### src/rtl/dpc_pkg.sv
// dpc_pkg: shared types, port codes and drive geometry for the disk port controller
// no dependencies; imported by every module of the block

package dpc_pkg;

  localparam int DRIVE_COUNT = 16;
  localparam int DRIVE_W     = 4;
  localparam int SPT_W       = 15;
  localparam int LIN_W       = 23;
  localparam int DMA_W       = 16;
  localparam int MASK_W      = 16;

  typedef enum logic [1:0] {
    FUNC_WRITE = 2'd0,
    FUNC_READ  = 2'd1,
    FUNC_DONE  = 2'd2
  } dpc_func_t;

  localparam logic [7:0] PORT_DRIVE  = 8'd10;
  localparam logic [7:0] PORT_TRACK  = 8'd11;
  localparam logic [7:0] PORT_SECTOR = 8'd12;
  localparam logic [7:0] PORT_CMD    = 8'd13;
  localparam logic [7:0] PORT_STATUS = 8'd14;
  localparam logic [7:0] PORT_DMAL   = 8'd15;
  localparam logic [7:0] PORT_DMAH   = 8'd16;

  localparam logic [7:0] STATUS_OK  = 8'h00;
  localparam logic [7:0] STATUS_ERR = 8'hFF;
  localparam logic [7:0] UNMAPPED   = 8'hFF;

  typedef struct packed {
    logic [1:0] func;
    logic [7:0] port;
    logic [7:0] wdata;
    logic       transfer_ok;
  } dpc_item_t;

  typedef struct packed {
    logic [7:0]         read_data;
    logic               cmd_valid;
    logic               cmd_is_write;
    logic [DRIVE_W-1:0] cmd_drive;
    logic [LIN_W-1:0]   linear_sector;
    logic [DMA_W-1:0]   dma_address;
  } dpc_result_t;

  // sectors per track of each drive slot
  function automatic logic [SPT_W-1:0] spt_of(input logic [DRIVE_W-1:0] drive);
    logic [SPT_W-1:0] spt;
    unique case (drive)
      4'd0, 4'd1, 4'd2, 4'd3:   spt = 15'd26;
      4'd8, 4'd9, 4'd10, 4'd11: spt = 15'd128;
      4'd15:                    spt = 15'd16484;
      default:                  spt = '0;
    endcase
    return spt;
  endfunction

endpackage

### src/rtl/dpc_in_if.sv
// dpc_in_if: valid/ready channel carrying one CPU port access or storage completion
// depends on no package; the field widths are written out in the interface itself

interface dpc_in_if;
  logic       valid;
  logic       ready;
  logic [1:0] func;
  logic [7:0] port;
  logic [7:0] wdata;
  logic       transfer_ok;

  modport source (output valid, output func, output port, output wdata,
                  output transfer_ok, input ready);
  modport sink   (input valid, input func, input port, input wdata,
                  input transfer_ok, output ready);
endinterface

### src/rtl/dpc_out_if.sv
// dpc_out_if: valid/ready channel carrying one read byte or sector transfer command
// depends on dpc_pkg for field widths

interface dpc_out_if;
  logic                        valid;
  logic                        ready;
  logic [7:0]                  read_data;
  logic                        cmd_valid;
  logic                        cmd_is_write;
  logic [dpc_pkg::DRIVE_W-1:0] cmd_drive;
  logic [dpc_pkg::LIN_W-1:0]   linear_sector;
  logic [dpc_pkg::DMA_W-1:0]   dma_address;

  modport source (output valid, output read_data, output cmd_valid, output cmd_is_write,
                  output cmd_drive, output linear_sector, output dma_address,
                  input ready);
  modport sink   (input valid, input read_data, input cmd_valid, input cmd_is_write,
                  input cmd_drive, input linear_sector, input dma_address,
                  output ready);
endinterface

### src/rtl/dpc_core.sv
// dpc_core: controller registers, port decode and linear sector computation
// depends on dpc_pkg; fed by the input register, feeds dpc_out_reg

module dpc_core (
  input  logic                        clk,
  input  logic                        rst_n,
  input  logic                        cfg_we,
  input  logic [dpc_pkg::MASK_W-1:0]  cfg_wdata,
  input  logic                        fire,
  input  dpc_pkg::dpc_item_t          item,
  output dpc_pkg::dpc_result_t        res
);
  import dpc_pkg::*;

  logic [7:0]        drive_r, drive_nxt;
  logic [7:0]        track_r, track_nxt;
  logic [7:0]        sector_r, sector_nxt;
  logic [7:0]        command_r, command_nxt;
  logic [7:0]        dma_low_r, dma_low_nxt;
  logic [7:0]        dma_high_r, dma_high_nxt;
  logic [7:0]        status_r, status_nxt;
  logic [MASK_W-1:0] mask_r;

  logic               drive_ok;
  logic [SPT_W-1:0]   spt;
  logic [LIN_W-1:0]   pos;

  assign drive_ok = (drive_r < 8'(DRIVE_COUNT)) && mask_r[drive_r[DRIVE_W-1:0]];
  assign spt      = spt_of(drive_r[DRIVE_W-1:0]);
  assign pos      = LIN_W'(track_r) * LIN_W'(spt) + LIN_W'(sector_r);

  always_comb begin
    drive_nxt    = drive_r;
    track_nxt    = track_r;
    sector_nxt   = sector_r;
    command_nxt  = command_r;
    dma_low_nxt  = dma_low_r;
    dma_high_nxt = dma_high_r;
    status_nxt   = status_r;
    res          = '0;
    unique case (item.func)
      FUNC_WRITE: begin
        unique case (item.port)
          PORT_DRIVE:  drive_nxt    = item.wdata;
          PORT_TRACK:  track_nxt    = item.wdata;
          PORT_SECTOR: sector_nxt   = item.wdata;
          PORT_DMAL:   dma_low_nxt  = item.wdata;
          PORT_DMAH:   dma_high_nxt = item.wdata;
          PORT_CMD: begin
            command_nxt = item.wdata;
            // bad drive or a sector before the start of the disk
            if (!drive_ok || pos == '0) begin
              status_nxt = STATUS_ERR;
            end else begin
              res.cmd_valid     = 1'b1;
              res.cmd_is_write  = (item.wdata != 8'd0);
              res.cmd_drive     = drive_r[DRIVE_W-1:0];
              res.linear_sector = pos - LIN_W'(1);
              res.dma_address   = {dma_high_r, dma_low_r};
            end
          end
          default: ;
        endcase
      end
      FUNC_READ: begin
        res.read_data = (item.port == PORT_STATUS) ? status_r : UNMAPPED;
      end
      FUNC_DONE: begin
        status_nxt = item.transfer_ok ? STATUS_OK : STATUS_ERR;
      end
      default: ;
    endcase
  end

  always_ff @(posedge clk) begin
    if (!rst_n) begin
      drive_r    <= '0;
      track_r    <= '0;
      sector_r   <= '0;
      command_r  <= '0;
      dma_low_r  <= '0;
      dma_high_r <= '0;
      status_r   <= '0;
    end else if (fire) begin
      drive_r    <= drive_nxt;
      track_r    <= track_nxt;
      sector_r   <= sector_nxt;
      command_r  <= command_nxt;
      dma_low_r  <= dma_low_nxt;
      dma_high_r <= dma_high_nxt;
      status_r   <= status_nxt;
    end
  end

  always_ff @(posedge clk) begin
    if (!rst_n) begin
      mask_r <= '0;
    end else if (cfg_we) begin
      mask_r <= cfg_wdata;
    end
  end

`ifndef SYNTHESIS
  a_cmd_reject_sets_err: assert property (@(posedge clk) disable iff (!rst_n)
    fire && item.func == FUNC_WRITE && item.port == PORT_CMD && !res.cmd_valid
    |=> status_r == STATUS_ERR)
    else $error("rejected command did not set error status");

  a_done_sets_status: assert property (@(posedge clk) disable iff (!rst_n)
    fire && item.func == FUNC_DONE
    |=> status_r == ($past(item.transfer_ok) ? STATUS_OK : STATUS_ERR))
    else $error("completion did not update status");

  a_cmd_needs_drive: assert property (@(posedge clk) disable iff (!rst_n)
    res.cmd_valid |-> drive_ok && pos != '0)
    else $error("command issued for an invalid drive or sector");

  a_cmd_byte_stored: assert property (@(posedge clk) disable iff (!rst_n)
    fire && item.func == FUNC_WRITE && item.port == PORT_CMD
    |=> command_r == $past(item.wdata))
    else $error("command byte not stored");
`endif

endmodule

### src/rtl/dpc_out_reg.sv
// dpc_out_reg: result register that drives the out channel and holds it under stall
// depends on dpc_pkg and dpc_out_if

module dpc_out_reg (
  input  logic                 clk,
  input  logic                 rst_n,
  input  logic                 load,
  input  dpc_pkg::dpc_result_t res,
  output logic                 can_load,
  dpc_out_if.source            out_ch
);
  import dpc_pkg::*;

  logic        valid_r;
  dpc_result_t data_r;

  assign can_load = !valid_r || out_ch.ready;

  always_ff @(posedge clk) begin
    if (!rst_n) begin
      valid_r <= 1'b0;
    end else if (can_load) begin
      valid_r <= load;
    end
  end

  always_ff @(posedge clk) begin
    if (load && can_load) begin
      data_r <= res;
    end
  end

  assign out_ch.valid         = valid_r;
  assign out_ch.read_data     = data_r.read_data;
  assign out_ch.cmd_valid     = data_r.cmd_valid;
  assign out_ch.cmd_is_write  = data_r.cmd_is_write;
  assign out_ch.cmd_drive     = data_r.cmd_drive;
  assign out_ch.linear_sector = data_r.linear_sector;
  assign out_ch.dma_address   = data_r.dma_address;

endmodule

### src/rtl/disk_port_controller.sv
// disk_port_controller: top level of the port-mapped disk controller
// depends on dpc_pkg, dpc_in_if, dpc_out_if, dpc_core and dpc_out_reg
//
// in_ch carries one transaction per CPU port write, port read or storage
// completion; out_ch returns exactly one transaction for each, holding the
// read byte or a sector transfer command (cmd_valid with drive, linear
// sector and dma address, other command fields zero when no command).
// cfg_we/cfg_wdata load the drive present mask; write it only while idle.
// An accepted transaction passes through the input register, then decode,
// register update and the track by sectors-per-track multiply in one pass
// into the result register. Throughput is one transaction per cycle while
// out_ch does not stall; the multiply sets the critical path, not the rate.
// Synchronous reset clears all controller registers, the present mask and
// both pipeline stages. When out_ch stalls, the result register holds, the
// input register fills, and in_ch.ready drops after that one extra
// transaction; nothing is lost or reordered.

module disk_port_controller (
  input  logic                       clk,
  input  logic                       rst_n,
  dpc_in_if.sink                     in_ch,
  dpc_out_if.source                  out_ch,
  input  logic                       cfg_we,
  input  logic [dpc_pkg::MASK_W-1:0] cfg_wdata
);
  import dpc_pkg::*;

  logic        s1_valid_r;
  dpc_item_t   s1_item_r;
  logic        can_load;
  logic        fire;
  logic        in_fire;
  dpc_result_t res;

  assign fire        = s1_valid_r && can_load;
  assign in_ch.ready = !s1_valid_r || can_load;
  assign in_fire     = in_ch.valid && in_ch.ready;

  always_ff @(posedge clk) begin
    if (!rst_n) begin
      s1_valid_r <= 1'b0;
    end else if (in_ch.ready) begin
      s1_valid_r <= in_ch.valid;
    end
  end

  always_ff @(posedge clk) begin
    if (in_fire) begin
      s1_item_r <= '{func: in_ch.func, port: in_ch.port, wdata: in_ch.wdata,
                     transfer_ok: in_ch.transfer_ok};
    end
  end

  dpc_core u_core (
    .clk       (clk),
    .rst_n     (rst_n),
    .cfg_we    (cfg_we),
    .cfg_wdata (cfg_wdata),
    .fire      (fire),
    .item      (s1_item_r),
    .res       (res)
  );

  dpc_out_reg u_out (
    .clk      (clk),
    .rst_n    (rst_n),
    .load     (fire),
    .res      (res),
    .can_load (can_load),
    .out_ch   (out_ch)
  );

`ifndef SYNTHESIS
  a_accept_fills_stage: assert property (@(posedge clk) disable iff (!rst_n)
    in_fire |=> s1_valid_r)
    else $error("accepted transaction missing from input register");

  a_stall_holds_stage: assert property (@(posedge clk) disable iff (!rst_n)
    s1_valid_r && out_ch.valid && !out_ch.ready |=> s1_valid_r && $stable(s1_item_r))
    else $error("input register moved while output stalled");

  a_fire_gives_output: assert property (@(posedge clk) disable iff (!rst_n)
    fire |=> out_ch.valid)
    else $error("processed transaction did not reach the output");
`endif

endmodule

### src/flat_wrapper.sv
// flat-port wrapper written by rule: the top's interface ports become plain ports
module disk_port_controller_flat import dpc_pkg::*;
  (clk, rst_n, cfg_we, cfg_wdata, in_ch_valid, in_ch_func, in_ch_port, in_ch_wdata, in_ch_transfer_ok, in_ch_ready, out_ch_valid, out_ch_read_data, out_ch_cmd_valid, out_ch_cmd_is_write, out_ch_cmd_drive, out_ch_linear_sector, out_ch_dma_address, out_ch_ready);
  dpc_in_if in_ch_i ();
  dpc_out_if out_ch_i ();
  input  logic clk;
  input  logic rst_n;
  input  logic cfg_we;
  input  logic [dpc_pkg::MASK_W-1:0] cfg_wdata;
  input wire logic [$bits(in_ch_i.valid)-1:0] in_ch_valid;
  input wire logic [$bits(in_ch_i.func)-1:0] in_ch_func;
  input wire logic [$bits(in_ch_i.port)-1:0] in_ch_port;
  input wire logic [$bits(in_ch_i.wdata)-1:0] in_ch_wdata;
  input wire logic [$bits(in_ch_i.transfer_ok)-1:0] in_ch_transfer_ok;
  output wire logic [$bits(in_ch_i.ready)-1:0] in_ch_ready;
  output wire logic [$bits(out_ch_i.valid)-1:0] out_ch_valid;
  output wire logic [$bits(out_ch_i.read_data)-1:0] out_ch_read_data;
  output wire logic [$bits(out_ch_i.cmd_valid)-1:0] out_ch_cmd_valid;
  output wire logic [$bits(out_ch_i.cmd_is_write)-1:0] out_ch_cmd_is_write;
  output wire logic [$bits(out_ch_i.cmd_drive)-1:0] out_ch_cmd_drive;
  output wire logic [$bits(out_ch_i.linear_sector)-1:0] out_ch_linear_sector;
  output wire logic [$bits(out_ch_i.dma_address)-1:0] out_ch_dma_address;
  input wire logic [$bits(out_ch_i.ready)-1:0] out_ch_ready;
  assign in_ch_i.valid = in_ch_valid;
  assign in_ch_i.func = in_ch_func;
  assign in_ch_i.port = in_ch_port;
  assign in_ch_i.wdata = in_ch_wdata;
  assign in_ch_i.transfer_ok = in_ch_transfer_ok;
  assign in_ch_ready = in_ch_i.ready;
  assign out_ch_valid = out_ch_i.valid;
  assign out_ch_read_data = out_ch_i.read_data;
  assign out_ch_cmd_valid = out_ch_i.cmd_valid;
  assign out_ch_cmd_is_write = out_ch_i.cmd_is_write;
  assign out_ch_cmd_drive = out_ch_i.cmd_drive;
  assign out_ch_linear_sector = out_ch_i.linear_sector;
  assign out_ch_dma_address = out_ch_i.dma_address;
  assign out_ch_i.ready = out_ch_ready;
  disk_port_controller u_core (.clk(clk), .rst_n(rst_n), .in_ch(in_ch_i), .out_ch(out_ch_i), .cfg_we(cfg_we), .cfg_wdata(cfg_wdata));
endmodule
### config.mk
export PLATFORM = sky130hd
export DESIGN_NAME = disk_port_controller_flat
export DESIGN_NICKNAME = d
export VERILOG_FILES = /design/src/rtl/dpc_pkg.sv /design/src/rtl/dpc_in_if.sv /design/src/rtl/dpc_out_if.sv /design/src/rtl/dpc_core.sv /design/src/rtl/dpc_out_reg.sv /design/src/rtl/disk_port_controller.sv /design/src/flat_wrapper.sv
export SDC_FILE = /design/constraint.sdc
export NUM_CORES = 1
export LEC_CHECK = 0
export BUFFER_PORTS_ARGS = -buffer_cell sky130_fd_sc_hd__buf_4
export CAP_MARGIN = 30
export CORE_MARGIN = 3
export CORE_UTILIZATION = 60
export CTS_BUF_LIST = sky130_fd_sc_hd__clkbuf_4 sky130_fd_sc_hd__clkbuf_8
export DETAILED_ROUTE_END_ITERATION = 8
export GPL_ROUTABILITY_DRIVEN = 0
export PLACE_DENSITY_LB_ADDON = 0.05
export SKIP_LAST_GASP = 1
export SYNTH_ARGS = -nofsm -noshare
export SYNTH_HDL_FRONTEND = slang
export SYNTH_HIERARCHICAL = 1
export SYNTH_SLANG_ARGS = --single-unit
export TNS_END_PERCENT = 50
### constraint.sdc
create_clock -name clk -period 11.5 [get_ports clk]
set_clock_uncertainty 0.1 [all_clocks]
set_input_delay 1.15 -clock clk [delete_from_list [all_inputs] [get_ports clk]]
set_output_delay 1.15 -clock clk [all_outputs]
set_load 0.005 [all_outputs]
Word level (Yosys, flattened, before mapping)
Memory sizes are Yosys's and may differ from the RTL's. A register that Yosys moved wholly into a read port is not among the register bits.
Cells that the tools add are included.
{ "totals": {"regBits": 138, "mem_bits_ro": 128, "in_bits": 40, "memories": 1} }
{ "classes": {"add_sub_neg": 2, "n_mul": 1, "order_cmp": 2, "eq_ne": 11, "muxes": 10, "n_bitwise": 2, "reduce_logical": 22} }
{ "memory_table": {"columns": ["memory", "words", "width", "read_ports", "rd_ports_with_merged_regs", "wr", "line", "text"], "rows": [
  ["(name not given)", 16, 8, 1, 1, 0, "dpc_pkg.sv:50", "unique case (drive)"]
]} }
{ "ops": {"columns": ["cell", "count"], "rows": [
  ["== test 8 x 4 -> 1 bit, second input constant", 6],
  ["two-way mux 45 bit", 1],
  ["two-way mux 8 bit", 4],
  ["adder 23 x 8 -> 23 bit", 1],
  ["logical NOT 23 bit", 1],
  ["multiplier 8 x 15 -> 23 bit", 1],
  ["subtractor 23 x 1 -> 23 bit, second input constant", 1],
  ["case mux 8 bit (2 select lines)", 1],
  ["AND reduction 3 bit", 5],
  ["== test 8 x 5 -> 1 bit, second input constant", 1],
  ["< comparator 8 x 5 -> 1 bit, second input constant", 1],
  ["two-way mux 4 bit", 2],
  ["nonzero test 8 bit", 1],
  ["< comparator 4 x 5 -> 1 bit, second input constant", 1],
  ["binary-select mux 1 bit (select 4 bit)", 1],
  ["logical AND 1 bit", 4],
  ["AND reduction 4 bit", 1],
  ["logical NOT 1 bit", 3],
  ["logical OR 1 bit", 3],
  ["OR reduction 3 bit", 1],
  ["== test 2 x 1 -> 1 bit, second input constant", 1],
  ["== test 2 bit, second input constant", 1],
  ["logical NOT 2 bit", 1],
  ["!= test 2 x 1 -> 1 bit, second input constant", 1],
  ["other kinds (5)", 6]
]} }

Depth between registers and ports, before layout
Gate-level depths: netlist (run 1).
{ "depth": {"depth_word": 8, "ltp_mapped": 23, "depth_no_buf": 21} }

Modules after synthesis
The synthesis (run 1) kept the hierarchy.
{ "modules_own_cells": {"columns": ["mod", "instances", "cells_each", "area_per_inst_um2"], "rows": [
  ["dpc_core", 1, 652, 5675.4],
  ["dpc_out_reg", 1, 58, 1649.1],
  ["disk_port_controller", 1, 25, 635.6]
]} }

Worst setup path after synthesis (run 1)
OpenSTA, ideal clock, no wires.
{ "synth_path": {"kind": "flip-flop to flip-flop", "from": "register u_core.u_core.track_r[6]", "to": "register u_core.u_out.data_r, in the netlist u_core/u_out/out_ch.cmd_drive[0], data pin", "setup_time_ns": 0.255, "arrival_ns": 5.471, "slack_ns": 5.674, "path_stages_with_launch": 23, "path_buffers": 3, "cell_sequence": "dfxtp_1 -> clkbuf_1 -> nand2_1 -> nor2_1 -> a21oi_1 -> ha_1 -> inv_1 -> fa_1 -> fa_1 -> fa_1 -> inv_1 -> ha_1 -> buf_2 -> o211a_1 -> o31a_1 -> or3_4 -> a221oi_4 -> nand2_1 -> or4_4 -> o211ai_4 -> inv_2 -> buf_6 -> and2_1"} }
{ "synth_between": {"elab_chain_cells": 5} }
{ "synth_rtl": {"columns": ["item", "line", "text"], "rows": [
  ["start: declaration", "dpc_core.sv:16", "logic [7:0] track_r, track_nxt;"],
  ["start signal: assignment", "dpc_core.sv:86", "track_r <= track_nxt;"],
  ["multiplier 8 x 15 -> 23 bit", "dpc_core.sv:30", "assign pos = LIN_W'(track_r) * LIN_W'(spt) + LIN_W'(sector_r);"],
  ["adder 23 x 8 -> 23 bit", "dpc_core.sv:30", null],
  ["logical NOT 23 bit", "dpc_core.sv:52", "if (!drive_ok || pos == '0) begin"],
  ["logical OR 1 bit", "dpc_core.sv:52", null],
  ["OR reduction 3 bit (no source line)", null, null],
  ["end signal: assignment", "dpc_out_reg.sv:29", "data_r <= res;"],
  ["end: declaration", "dpc_out_reg.sv:15", "dpc_result_t data_r;"]
]} }
No other way between the ends.
A chain may end at the register's enable or synchronous reset.

Worst setup path in the final report (run 1)
Ends and elaborated chain as after synthesis.

==> flow_summary.json, run 1 <==
{
  "dp_hpwl_um": 12730,
  "startpoint": "u_core/u_core/track_r[6]",
  "synthArstFlopShare_pct": 0,
  "cts.sinks": 134,
  "place.port_buffers": 94,
  "netlist_top_cells_area": "edfxtp_1, dfxtp_1, ha_1",
  "drtIter0Drc": 385,
  "grt_max_degree": 60,
  "tightestPinTransition_ps": 856.8,
  "cts_resized": 0,
  "fillerInstances": 937,
  "synth_edf_count": 72,
  "finalNetCount": 943,
  "via_per_inst": 5.567,
  "slew_headroom_pct": 42.35,
  "synth-seq-cells": 134,
  "cp.arrival_ps": 6780,
  "cts_buffers": 17,
  "finalSetupViolCount": 0,
  "path_delay_family": "adder cells",
  "die_area_um2": 14680,
  "die_w_um": 121.2,
  "cts_buffer_depth": 2,
  "leakagePower_nw": 4.055,
  "setup_slack_ps": 4809,
  "rsz0062_at_grt": "no",
  "grt_overflow": 0,
  "fmax_ghz": 0.1495,
  "drv_slew": 0,
  "fin_util_pct": 71.51,
  "path_depth": 19,
  "drc": 0,
  "cts.clk_slew.worst_paths_ps": 90,
  "num_vias": 5606,
  "synth_area_um2": 7960,
  "r2r-start": "u_core/u_core/track_r[6]",
  "worstHoldStart": "u_core/s1_valid_r",
  "syn_avg_cell_area_um2": 10.83,
  "syn-instance-count": 735,
  "stdcell_count": 1007,
  "max_cap_viol_count": 0,
  "seq_area_frac_synth_pct": 42.75,
  "yosysTopAreaCellShare_pct": 27.16,
  "crit_slowest_cell": "or4_4",
  "r2r_cells": 19,
  "synth_flop_cell": "edfxtp_1",
  "final.setup.tns_ps": 0,
  "drtPass1Iterations": 5,
  "grt_antenna_before_repair": 0,
  "cp.buffers_inverters": 3,
  "worst-setup-path-type": "reg -> reg",
  "cts_setup_buffers": 0,
  "std_cell_rows": 41,
  "io_pins": 95,
  "hp-class": "reg -> reg",
  "cpPeakStageDelay_ps": 590,
  "die_y_um": 121.2,
  "hold_depth": 2,
  "pre_cts_ws_ps": 4864,
  "status": "finished, final reports clean",
  "placedCellCount": 975,
  "synth_nets": 856,
  "crit_required_ps": 11590,
  "cp_cell_sequence": "nand2_1 -> nor2_1 -> a21oi_1 -> ha_1 -> inv_1 -> fa_1 -> fa_1 -> fa_1 -> inv_1 -> ha_1 -> o211a_1 -> o31a_1 -> o21ai_0 -> a311oi_1 -> nand3_1 -> or4_4 -> o211ai_4 -> inv_2 -> and2_1",
  "powerDensity_nw_per_um2": 106.5,
  "grt_usage_pct": 24.30,
  "antennaDiodeCount": 0,
  "clkLatencyLatePin_ps": 450,
  "ant_nets": 0,
  "synth_area_leader_cell": "edfxtp_1",
  "cp-start-kind": "register",
  "initial_core_util_pct": 62.32,
  "min_period_ps": 6691,
  "yosysUniqueCellTypes": 63,
  "core_um2": 12770,
  "drive_gt1_share_pct": 17.96,
  "hold_viol_final": 0,
  "end_kind": "register",
  "ys_warn_count": 6,
  "cts_max_level": 4,
  "cts_tree": "yes",
  "syn_to_final_growth_pct": 14.74,
  "cts_root_buffer": "clkbuf_8",
  "grt_pass1_wl_um": 27950,
  "worstPathMaxFanout": 23,
  "path_common_cell": "fa_1",
  "grt_pass1_vias": 5651,
  "period_share_pct": 58.18,
  "wirelength_um": 16720,
  "hold_buffers": 0,
  "vdd_ir_drop_max_v": 0.00008601,
  "wl_per_cell_um": 16.61
}
## tightest hold or removal path, cell delays in order (launching register included)
cell      delay, ps
dfxtp_1         340
nand2b_4         90
a21boi_2         50
## kinds of logic (layout without fill, tap and decap cells)
family | after synthesis | count (layout) | share of synthesized area, %
and+or+nand+nor | 251 | 251 | 17.68
adders and majority gates | 81 | 81 | 15.28
DFF | 134 | 134 | 42.75
muxes | 63 | 63 | 8.567
buffers and inverters | 94 | 194 | 5.014
xor gates and xnor gates | 29 | 29 | 3.191
AOI/OAI and AO/OA | 83 | 83 | 7.514
## cells in the mapped netlist (2+ instances only)
library cell,instances
mux2i_1,58
a31oi_1,2
buf_4,7
fa_1,27
a311oi_1,3
edfxtp_1,72
o211ai_1,3
mux4_2,4
and3_1,2
or4_4,2
clkbuf_1,13
nand2b_4,2
nor2_1,44
and4_1,3
and2_1,41
and2_4,2
o221ai_1,3
nand4_1,8
o211a_1,2
ha_1,54
or2_1,2
nor4_1,11
xor2_1,9
or3_1,4
or2_2,2
a21oi_1,24
nand3_1,20
buf_2,3
nor3_1,11
nor2b_1,58
nand2_1,30
nor3b_1,2
buf_6,2
o21a_1,7
xnor2_1,20
dfxtp_1,62
inv_1,67
o21ai_0,14
a21boi_2,2
a21o_1,8
a211oi_1,3
## sequential cells by signal, summed over array words and instances, names as in the netlist
signal                             count
u_core/u_out/out_ch.dma_address       16
u_core/u_out/out_ch.cmd_is_write       1
u_core/u_core/drive_r                  8
u_core/u_out/out_ch.valid              1
u_core/u_core/dma_high_r               8
u_core/u_core/track_r                  8
u_core/u_out/out_ch.cmd_valid          1
u_core/u_out/out_ch.linear_sector     23
u_core/s1_valid_r                      1
u_core/u_core/sector_r                 8
u_core/u_out/out_ch.cmd_drive          4
u_core/s1_item_r                      19
u_core/u_core/status_r                 1
u_core/u_out/out_ch.read_data          8
u_core/u_core/mask_r                  16
u_core/u_core/dma_low_r                8
u_core/u_core/spt                      3
## path summary, 6_finish.rpt
| path | slack, ps | end |
|---|---|---|
| max | 4810 | u_core/u_out/out_ch.cmd_drive[0] |
| min | 410 | u_core/s1_valid_r |
| max reg2reg | 4810 | u_core/u_out/out_ch.cmd_drive[0] |
| min reg2reg | 410 | u_core/s1_valid_r |
## stage by stage
step | area (µm²) | power [mW] | hold slack (ps)
after floorplan | 7960 | 0.5637 | 373.7
after detailed placement | 8737 | 0.5962 | 398.9
after global placement | 8737 | 0.5941 | 387.6
after CTS | 9134 | 0.9826 | 417.0
after global routing | 9134 | 1.010 | 433.9
final | 9134 | 0.9725 | 414.8
## cell type report
cell class | count | area [µm²] | share of cell area, %
inverters | 68 | 255.2 | 2.795
well taps | 172 | 215.2 | 2.356
multi-input cells | 507 | 4158 | 45.52
repair buffers | 94 | 705.7 | 7.726
clock inverters | 15 | 162.7 | 1.781
clock buffers | 17 | 234.0 | 2.562
flip-flops and latches | 134 | 3403 | 37.26
## cells in the final DEF, fill, tap and decap left out, drive strengths merged, types with 7 or more instances in the layout
cell and instances:
nor2b 59, nand3 20, edfxtp 72, nor2 44
dfxtp 62, xor2 9, nor3 11, mux2i 58
a21oi 24, fa 27, o21ai 15, clkbuf 17
a21o 8, nor4 11, nand2 30, nand4 8
buf 94, inv 77, o21a 7, ha 54
xnor2 20, and2 44
## power breakdown
part	switching [mW]	internal (mW)
Combinational	0.0214	0.0301
Sequential	0.0112	0.522
Clock	0.207	0.181
## layer usage
| layer | global-route usage (%) | wire length [µm] | up-vias |
|---|---|---|---|
| met5 | 0 | 0 | - |
| met1 | 32.94 | 7421 | 2668 |
| met3 | 5.361 | 998 | 26 |
| li1 | - | - | 2732 |
| met4 | 7.913 | 313 | 0 |
| met2 | 39.11 | 7987 | 180 |
Power figures use the tool's default switching activity.
==> run 2: changes to the inputs <==
- CORE_UTILIZATION: 60 -> 55
- clock period: 11.5 -> 5.7 ns (I/O delays scaled with it)
==> run 2 against run 1 <==
Compared with the run above: final area grew 6.3%; via count rose by 3.4%; fmax grew 20%; sequential power increased by 100%; routed wire length is 2.5% higher; largest cell class unchanged; worst setup slack got worse by 4700 ps; sequential cell count did not move; register-to-register slack got worse by 4700 ps; first-iteration DRC count increased by 26%; critical endpoint is now u_core/u_out/out_ch.dma_address[9]; power up 97%; sequential share of layout area fell by 2.0 points; critical path type unchanged; die area up 8.6%.
==> flow_summary.json, run 2 (synthesis results as in run 1) <==
{
  "die_area_um2": 15950,
  "hold_viol_final": 0,
  "largest_reg_flops": 23,
  "sw_frac_of_total_pct": 22.06,
  "startpoint": "u_core/u_core/spt[4]",
  "drv_slew": 0,
  "r2r-start": "u_core/u_core/spt[4]",
  "cts_tree": "yes",
  "syn_to_final_growth_pct": 21.96,
  "powerDensity_nw_per_um2": 197.0,
  "ant_nets": 0,
  "cp_cell_sequence": "and2_4 -> inv_1 -> fa_1 -> fa_2 -> fa_1 -> fa_1 -> inv_1 -> ha_4 -> o211ai_1 -> o21a_1 -> o21a_1 -> a221o_1 -> or2_4 -> or4_4 -> o211ai_4 -> buf_6 -> inv_6 -> and2_1",
  "final_common_cell": "buf_4",
  "drtPass1Iterations": 5,
  "cts_root_buffer": "clkbuf_8",
  "pwr-share-seq_pct": 56.1,
  "worstHoldStart": "in_ch_wdata[4]",
  "die_w_um": 126.3,
  "status": "finished, final reports clean",
  "grt_pass1_vias": 5474,
  "worstPathMaxFanout": 11,
  "cts_buffer_depth": 2,
  "cpPeakStageDelay_ps": 590,
  "io_pins": 95,
  "via_per_inst": 5.452,
  "die_y_um": 126.3,
  "antennaDiodeCount": 0,
  "dp_hpwl_um": 12660,
  "grt_pass1_wl_um": 27300,
  "hold-worst-slack_ps": 202.7,
  "pre_cts_ws_ps": -100.8,
  "wl_met1_um": 7778,
  "p_sw_mw": 0.4220,
  "cp-start-kind": "register",
  "clkLatencyLatePin_ps": 440,
  "vdd_ir_drop_max_v": 0.0001419,
  "cts.clk_slew.worst_paths_ps": 80,
  "wl_met2_um": 8118,
  "min_period_ps": 5580,
  "std_cell_rows": 43,
  "grt_antenna_before_repair": 0,
  "clkPwrFrac_pct": 38.4,
  "period_share_pct": 97.90,
  "fmax_ghz": 0.1792,
  "crit_required_ps": 5810,
  "highest_layer": "met4",
  "p_comb_share_pct": 5.4,
  "end_kind": "register",
  "dr_wl_met3_um": 918,
  "drc": 0,
  "drtIter0Drc": 486,
  "intPower_mw": 1.491,
  "drive_gt1_share_pct": 26.95,
  "core_um2": 14040,
  "max_cap_viol_count": 0,
  "cp.arrival_ps": 5690,
  "final_cell_mix": "buf_4, edfxtp_1, inv_1, mux2i_1, nor2b_1",
  "hp-class": "in -> reg",
  "grt_max_degree": 60,
  "finalNetCount": 991,
  "cts_max_level": 4,
  "cts.sinks": 134,
  "num_vias": 5795,
  "initial_core_util_pct": 56.69,
  "crit_slowest_cell": "fa_2",
  "finalSetupViolCount": 0,
  "grt_usage_pct": 21.36,
  "tightestPinTransition_ps": 932.0,
  "final.setup.tns_ps": 0,
  "place.port_buffers": 94,
  "path_common_cell": "fa_1",
  "wl_per_cell_um": 16.13,
  "wirelength_um": 17150,
  "grt_overflow": 0,
  "slew_headroom_pct": 37.64,
  "hold_buffers": 0,
  "worst-setup-path-type": "reg -> reg",
  "fin_util_pct": 69.13,
  "cts_buffers": 17,
  "setup_slack_ps": 119.7,
  "leakagePower_nw": 4.307
}
-- run 2: cell count changes in the layout (fill, tap and decap cells not counted), sizes merged --
cell	before	now
buf	94	139
inv	77	73
clkbuf	17	22
clkinv	3	5
-- run 2: timing repair --
action	4_1_cts	5_1_grt
endpoints found under the setup margin	44	46
cloned	0	2
pin swaps	0	20
resized for setup	3	64
setup buffers	0	12
-- run 2: layout make-up --
type,instances,area [µm²]
Clock buffer,21,276.5
Timing Repair Buffer,140,1064
Sequential cell,134,3421
Tap cell,180,225.2
Inverter,68,260.3
Multi-Input combinational cell,507,4348
Timing Repair inverter,2,15.01
Fill cell,1059,4334
Clock inverter,11,98.84
-- run 2: worst max-delay path, delay by kind of cell (launching register included) --
family,cells,cell delay [ps]
buffers and inverters,4,340
and+or+nand+nor,4,1090
adders and majority gates,5,2270
AOI/OAI and AO/OA,5,1150
DFF,1,380
-- run 2: worst paths after layout --
check / to / slack, ps / depth (start not counted)
worst max-delay path: u_core/u_out/out_ch.dma_address[9] / 120 / 18
worst min-delay path: u_core/s1_item_r[5] / 200 / 1
worst max register to register: u_core/u_out/out_ch.dma_address[9] / 120 / 18
worst min register to register: u_core/s1_valid_r / 410 / 2
-- run 2: power groups by stage --
| stage | logic [mW] | registers (mW) | clock network [mW] |
|---|---|---|---|
| 6_report | 0.104 | 1.07 | 0.735 |
| 5_1_grt | 0.113 | 1.08 | 0.797 |
| 4_1_cts | 0.106 | 1.08 | 0.751 |
| 3_5_place_dp | 0.105 | 1.10 | 0 |
| 3_3_place_gp | 0.103 | 1.10 | 0 |
| 2_1_floorplan | 0.0462 | 1.09 | 0 |
-- run 2: metrics by stage --
stage	instance area, µm²	power [mW]	std cells
after global placement	9002	1.199	1017
final	9708	1.913	1063
after global routing	9708	1.987	1063
after floorplan	7963	1.137	735
after detailed placement	9002	1.202	1017
after CTS	9385	1.932	1049
-- run 2: per-layer routing --
layer  up-vias  track usage, %
met4         0           7.886
met5         -               0
met3        23           4.589
met2       178           33.77
met1      2767           29.24
li1       2827               -
==> run 3: changes to the inputs <==
- ABC_AREA: not set -> 1
- PLACE_DENSITY: not set -> 0.79
- PLACE_DENSITY_LB_ADDON: 0.05 -> not set
==> run 3 against run 2 <==
Compared with the run above: core utilization shrank 3.0 points; largest power group unchanged; routed wire length increased by 1.3%; critical path type unchanged; final area down 3.7%; sequential cell count unchanged; global-route usage fell by 0.26 points; largest cell class unchanged; clock power about the same; power decreased by 0.52%; die area grew 2.1%; fmax rose by 4.0%; critical endpoint is now u_core/u_out/out_ch.dma_address[14]; area after synthesis is 2.2% higher.
==> flow_summary.json, run 3 <==
{
  "status": "finished, final reports clean",
  "path_delay_family": "adder cells",
  "fin_util_pct": 66.10,
  "num_vias": 6495,
  "cpPeakStageDelay_ps": 540,
  "grt_overflow": 0,
  "hold_viol_final": 0,
  "finalNetCount": 1195,
  "drive_gt1_share_pct": 16.93,
  "synth_edf_count": 72,
  "drtIter0Drc": 603,
  "drtPass1Iterations": 5,
  "drc": 0,
  "io_pins": 95,
  "powerDensity_nw_per_um2": 203.4,
  "reg2reg_to": "u_core/u_out/out_ch.dma_address[14]",
  "seq_area_frac_synth_pct": 41.81,
  "worstHoldEndpoint": "u_core/s1_item_r[12]",
  "wirelength_um": 17370,
  "finalSetupViolCount": 0,
  "design_area_um2": 9353,
  "r2r-start": "u_core/u_core/spt[4]",
  "cp.arrival_ps": 5450,
  "final_common_cell": "inv_1",
  "synth_nets": 1106,
  "cts.clk_slew.worst_paths_ps": 80,
  "syn_avg_cell_area_um2": 8.263,
  "hp-class": "in -> reg",
  "cp-start-kind": "register",
  "worstHoldStart": "in_ch_port[3]",
  "stdcell_count": 1267,
  "grt_antenna_before_repair": 0,
  "die_y_um": 127.7,
  "max_cap_viol_count": 0,
  "worst-setup-path-type": "reg -> reg",
  "worstPathMaxFanout": 17,
  "ys_warn_count": 6,
  "yosysTopAreaCellShare_pct": 26.56,
  "synth.most_common_cell": "inv_1",
  "fillerInstances": 1125,
  "fmax_ghz": 0.1864,
  "hold_buffers": 0,
  "r2r_slack_ps": 340,
  "vdd_ir_drop_max_v": 0.0002661,
  "cts.sinks": 134,
  "yosysUniqueCellTypes": 40,
  "crit_required_ps": 5790,
  "core_um2": 14150,
  "cts_root_buffer": "clkbuf_8",
  "slew_headroom_pct": 28.47,
  "leakagePower_nw": 4.663,
  "grt_pass1_wl_um": 27480,
  "initial_core_util_pct": 57.52,
  "period_share_pct": 94.11,
  "grt_pass1_vias": 5811,
  "grt_max_degree": 60,
  "crit_slowest_cell": "fa_1",
  "via_per_inst": 5.126,
  "die_area_um2": 16290,
  "final.setup.tns_ps": 0,
  "clkLatencyLatePin_ps": 430,
  "placedCellCount": 1233,
  "end_kind": "register",
  "cp.buffers_inverters": 5,
  "min_period_ps": 5364,
  "synth_common_cells": "inv_1, nand2_1, nor2_1",
  "path_common_cell": "nand2_1",
  "cts_buffer_depth": 2,
  "synth_area_leader_cell": "edfxtp_1",
  "wl_met2_um": 8034,
  "synth_area_um2": 8139,
  "cts_buffers": 17,
  "wl_per_cell_um": 13.71,
  "hold_depth": 1,
  "final_cell_mix": "inv_1, nand2_1, nor2_1, buf_4, edfxtp_1",
  "syn_to_final_growth_pct": 14.91,
  "rsz0062_at_grt": "no",
  "antennaDiodeCount": 0,
  "cts_max_level": 4,
  "std_cell_rows": 43,
  "highest_layer": "met4",
  "netlist_top_cells_area": "edfxtp_1, dfxtp_1, inv_1",
  "place_area_um2": 8937,
  "grt_usage_pct": 21.11,
  "largest_reg_flops": 23,
  "dr_wl_met3_um": 1319,
  "total_power_mw": 1.903,
  "synth_flop_cell": "edfxtp_1",
  "drv_slew": 0,
  "synthArstFlopShare_pct": 0,
  "ant_nets": 0,
  "wl_met1_um": 7583,
  "syn-instance-count": 985,
  "cts_tree": "yes",
  "die_w_um": 127.7,
  "r2r_cells": 25,
  "synth-seq-cells": 134,
  "dp_hpwl_um": 13240,
  "place.port_buffers": 94,
  "tightestPinTransition_ps": 1065
}
run 3: worst reg2reg max path, stage by stage (launching register included):
cell and delay (ps):
dfxtp_2 420, nand2_1 170, o21ai_0 180, inv_1 60, ha_1 180, o21bai_1 160, fa_1 490, inv_1 50
fa_1 500, fa_1 540, inv_1 50, ha_1 370, nand2_1 100, inv_1 110, nand3_1 110, nand2_1 140
nand2_1 80, nand3_1 70, nand2_1 130, nor2_2 200, nand2_4 80, nor2_1 120, nand2_2 120, nand4_4 230
buf_4 270, nor2_1 70
run 3: power breakdown:
group / leakage (nW) / internal [mW] / switching, mW
combinational: 3.27 / 0.0487 / 0.0522
clock: 0.189 / 0.360 / 0.374
sequential: 1.20 / 1.05 / 0.0192
run 3: how the worst max path moves through the flow:
| stage | start | to | slack [ps] | depth (start not counted) |
|---|---|---|---|---|
| after floorplan | u_core/u_core/spt[4] | u_core/u_out/out_ch.cmd_is_write | 930 | 27 |
| after global placement | u_core/u_core/spt[6] | u_core/u_out/out_ch.dma_address[12] | 290 | 22 |
| after detailed placement | u_core/u_core/spt[6] | u_core/u_out/out_ch.dma_address[14] | 140 | 21 |
| after CTS | u_core/u_core/spt[6] | u_core/u_out/out_ch.dma_address[14] | 110 | 21 |
| after global routing | u_core/u_core/spt[6] | u_core/u_out/out_ch.dma_address[14] | 20 | 24 |
| final | u_core/u_core/spt[4] | u_core/u_out/out_ch.dma_address[14] | 340 | 25 |
run 3: layer usage:
metal,vias to the layer above,track usage (%)
met5,-,0
met4,0,8.240
met3,35,5.583
met2,230,32.77
met1,2944,28.44
li1,3286,-
run 3: layout make-up:
type / count / area (µm²) / share of cell area (%)
sequential: 134 / 3406 / 36.41
tap: 180 / 225.2 / 2.408
inverter: 195 / 732.0 / 7.826
timing repair buffer: 98 / 743.2 / 7.946
clock inverter: 13 / 120.1 / 1.284
clock buffer: 19 / 249.0 / 2.662
multi-input combinational: 628 / 3877 / 41.46
run 3: what timing repair did:
| item | CTS | global route |
|---|---|---|
| endpoints found under the setup margin | 0 | 44 |
| resized for setup | 0 | 4 |
| buffers inserted | 0 | 0 |
run 3: cell families (layout without fill, tap and decap cells):
kind of cell / after synthesis / after routing / share of synthesized area (%)
xor gates and xnor gates: 20 / 20 / 2.244
AOI/OAI and AO/OA: 139 / 139 / 9.009
buffers and inverters: 224 / 325 / 11.08
and+or+nand+nor: 387 / 388 / 20.91
adders and majority gates: 81 / 81 / 14.94
DFF: 134 / 134 / 41.81
run 3: through the flow:
stage	hold slack, ps	setup WS [ps]
2_1_floorplan	329.0	929.0
3_3_place_gp	339.1	288.1
5_1_grt	173.6	21.42
3_5_place_dp	345.3	142.8
4_1_cts	174.8	112.0
6_report	208.5	335.7
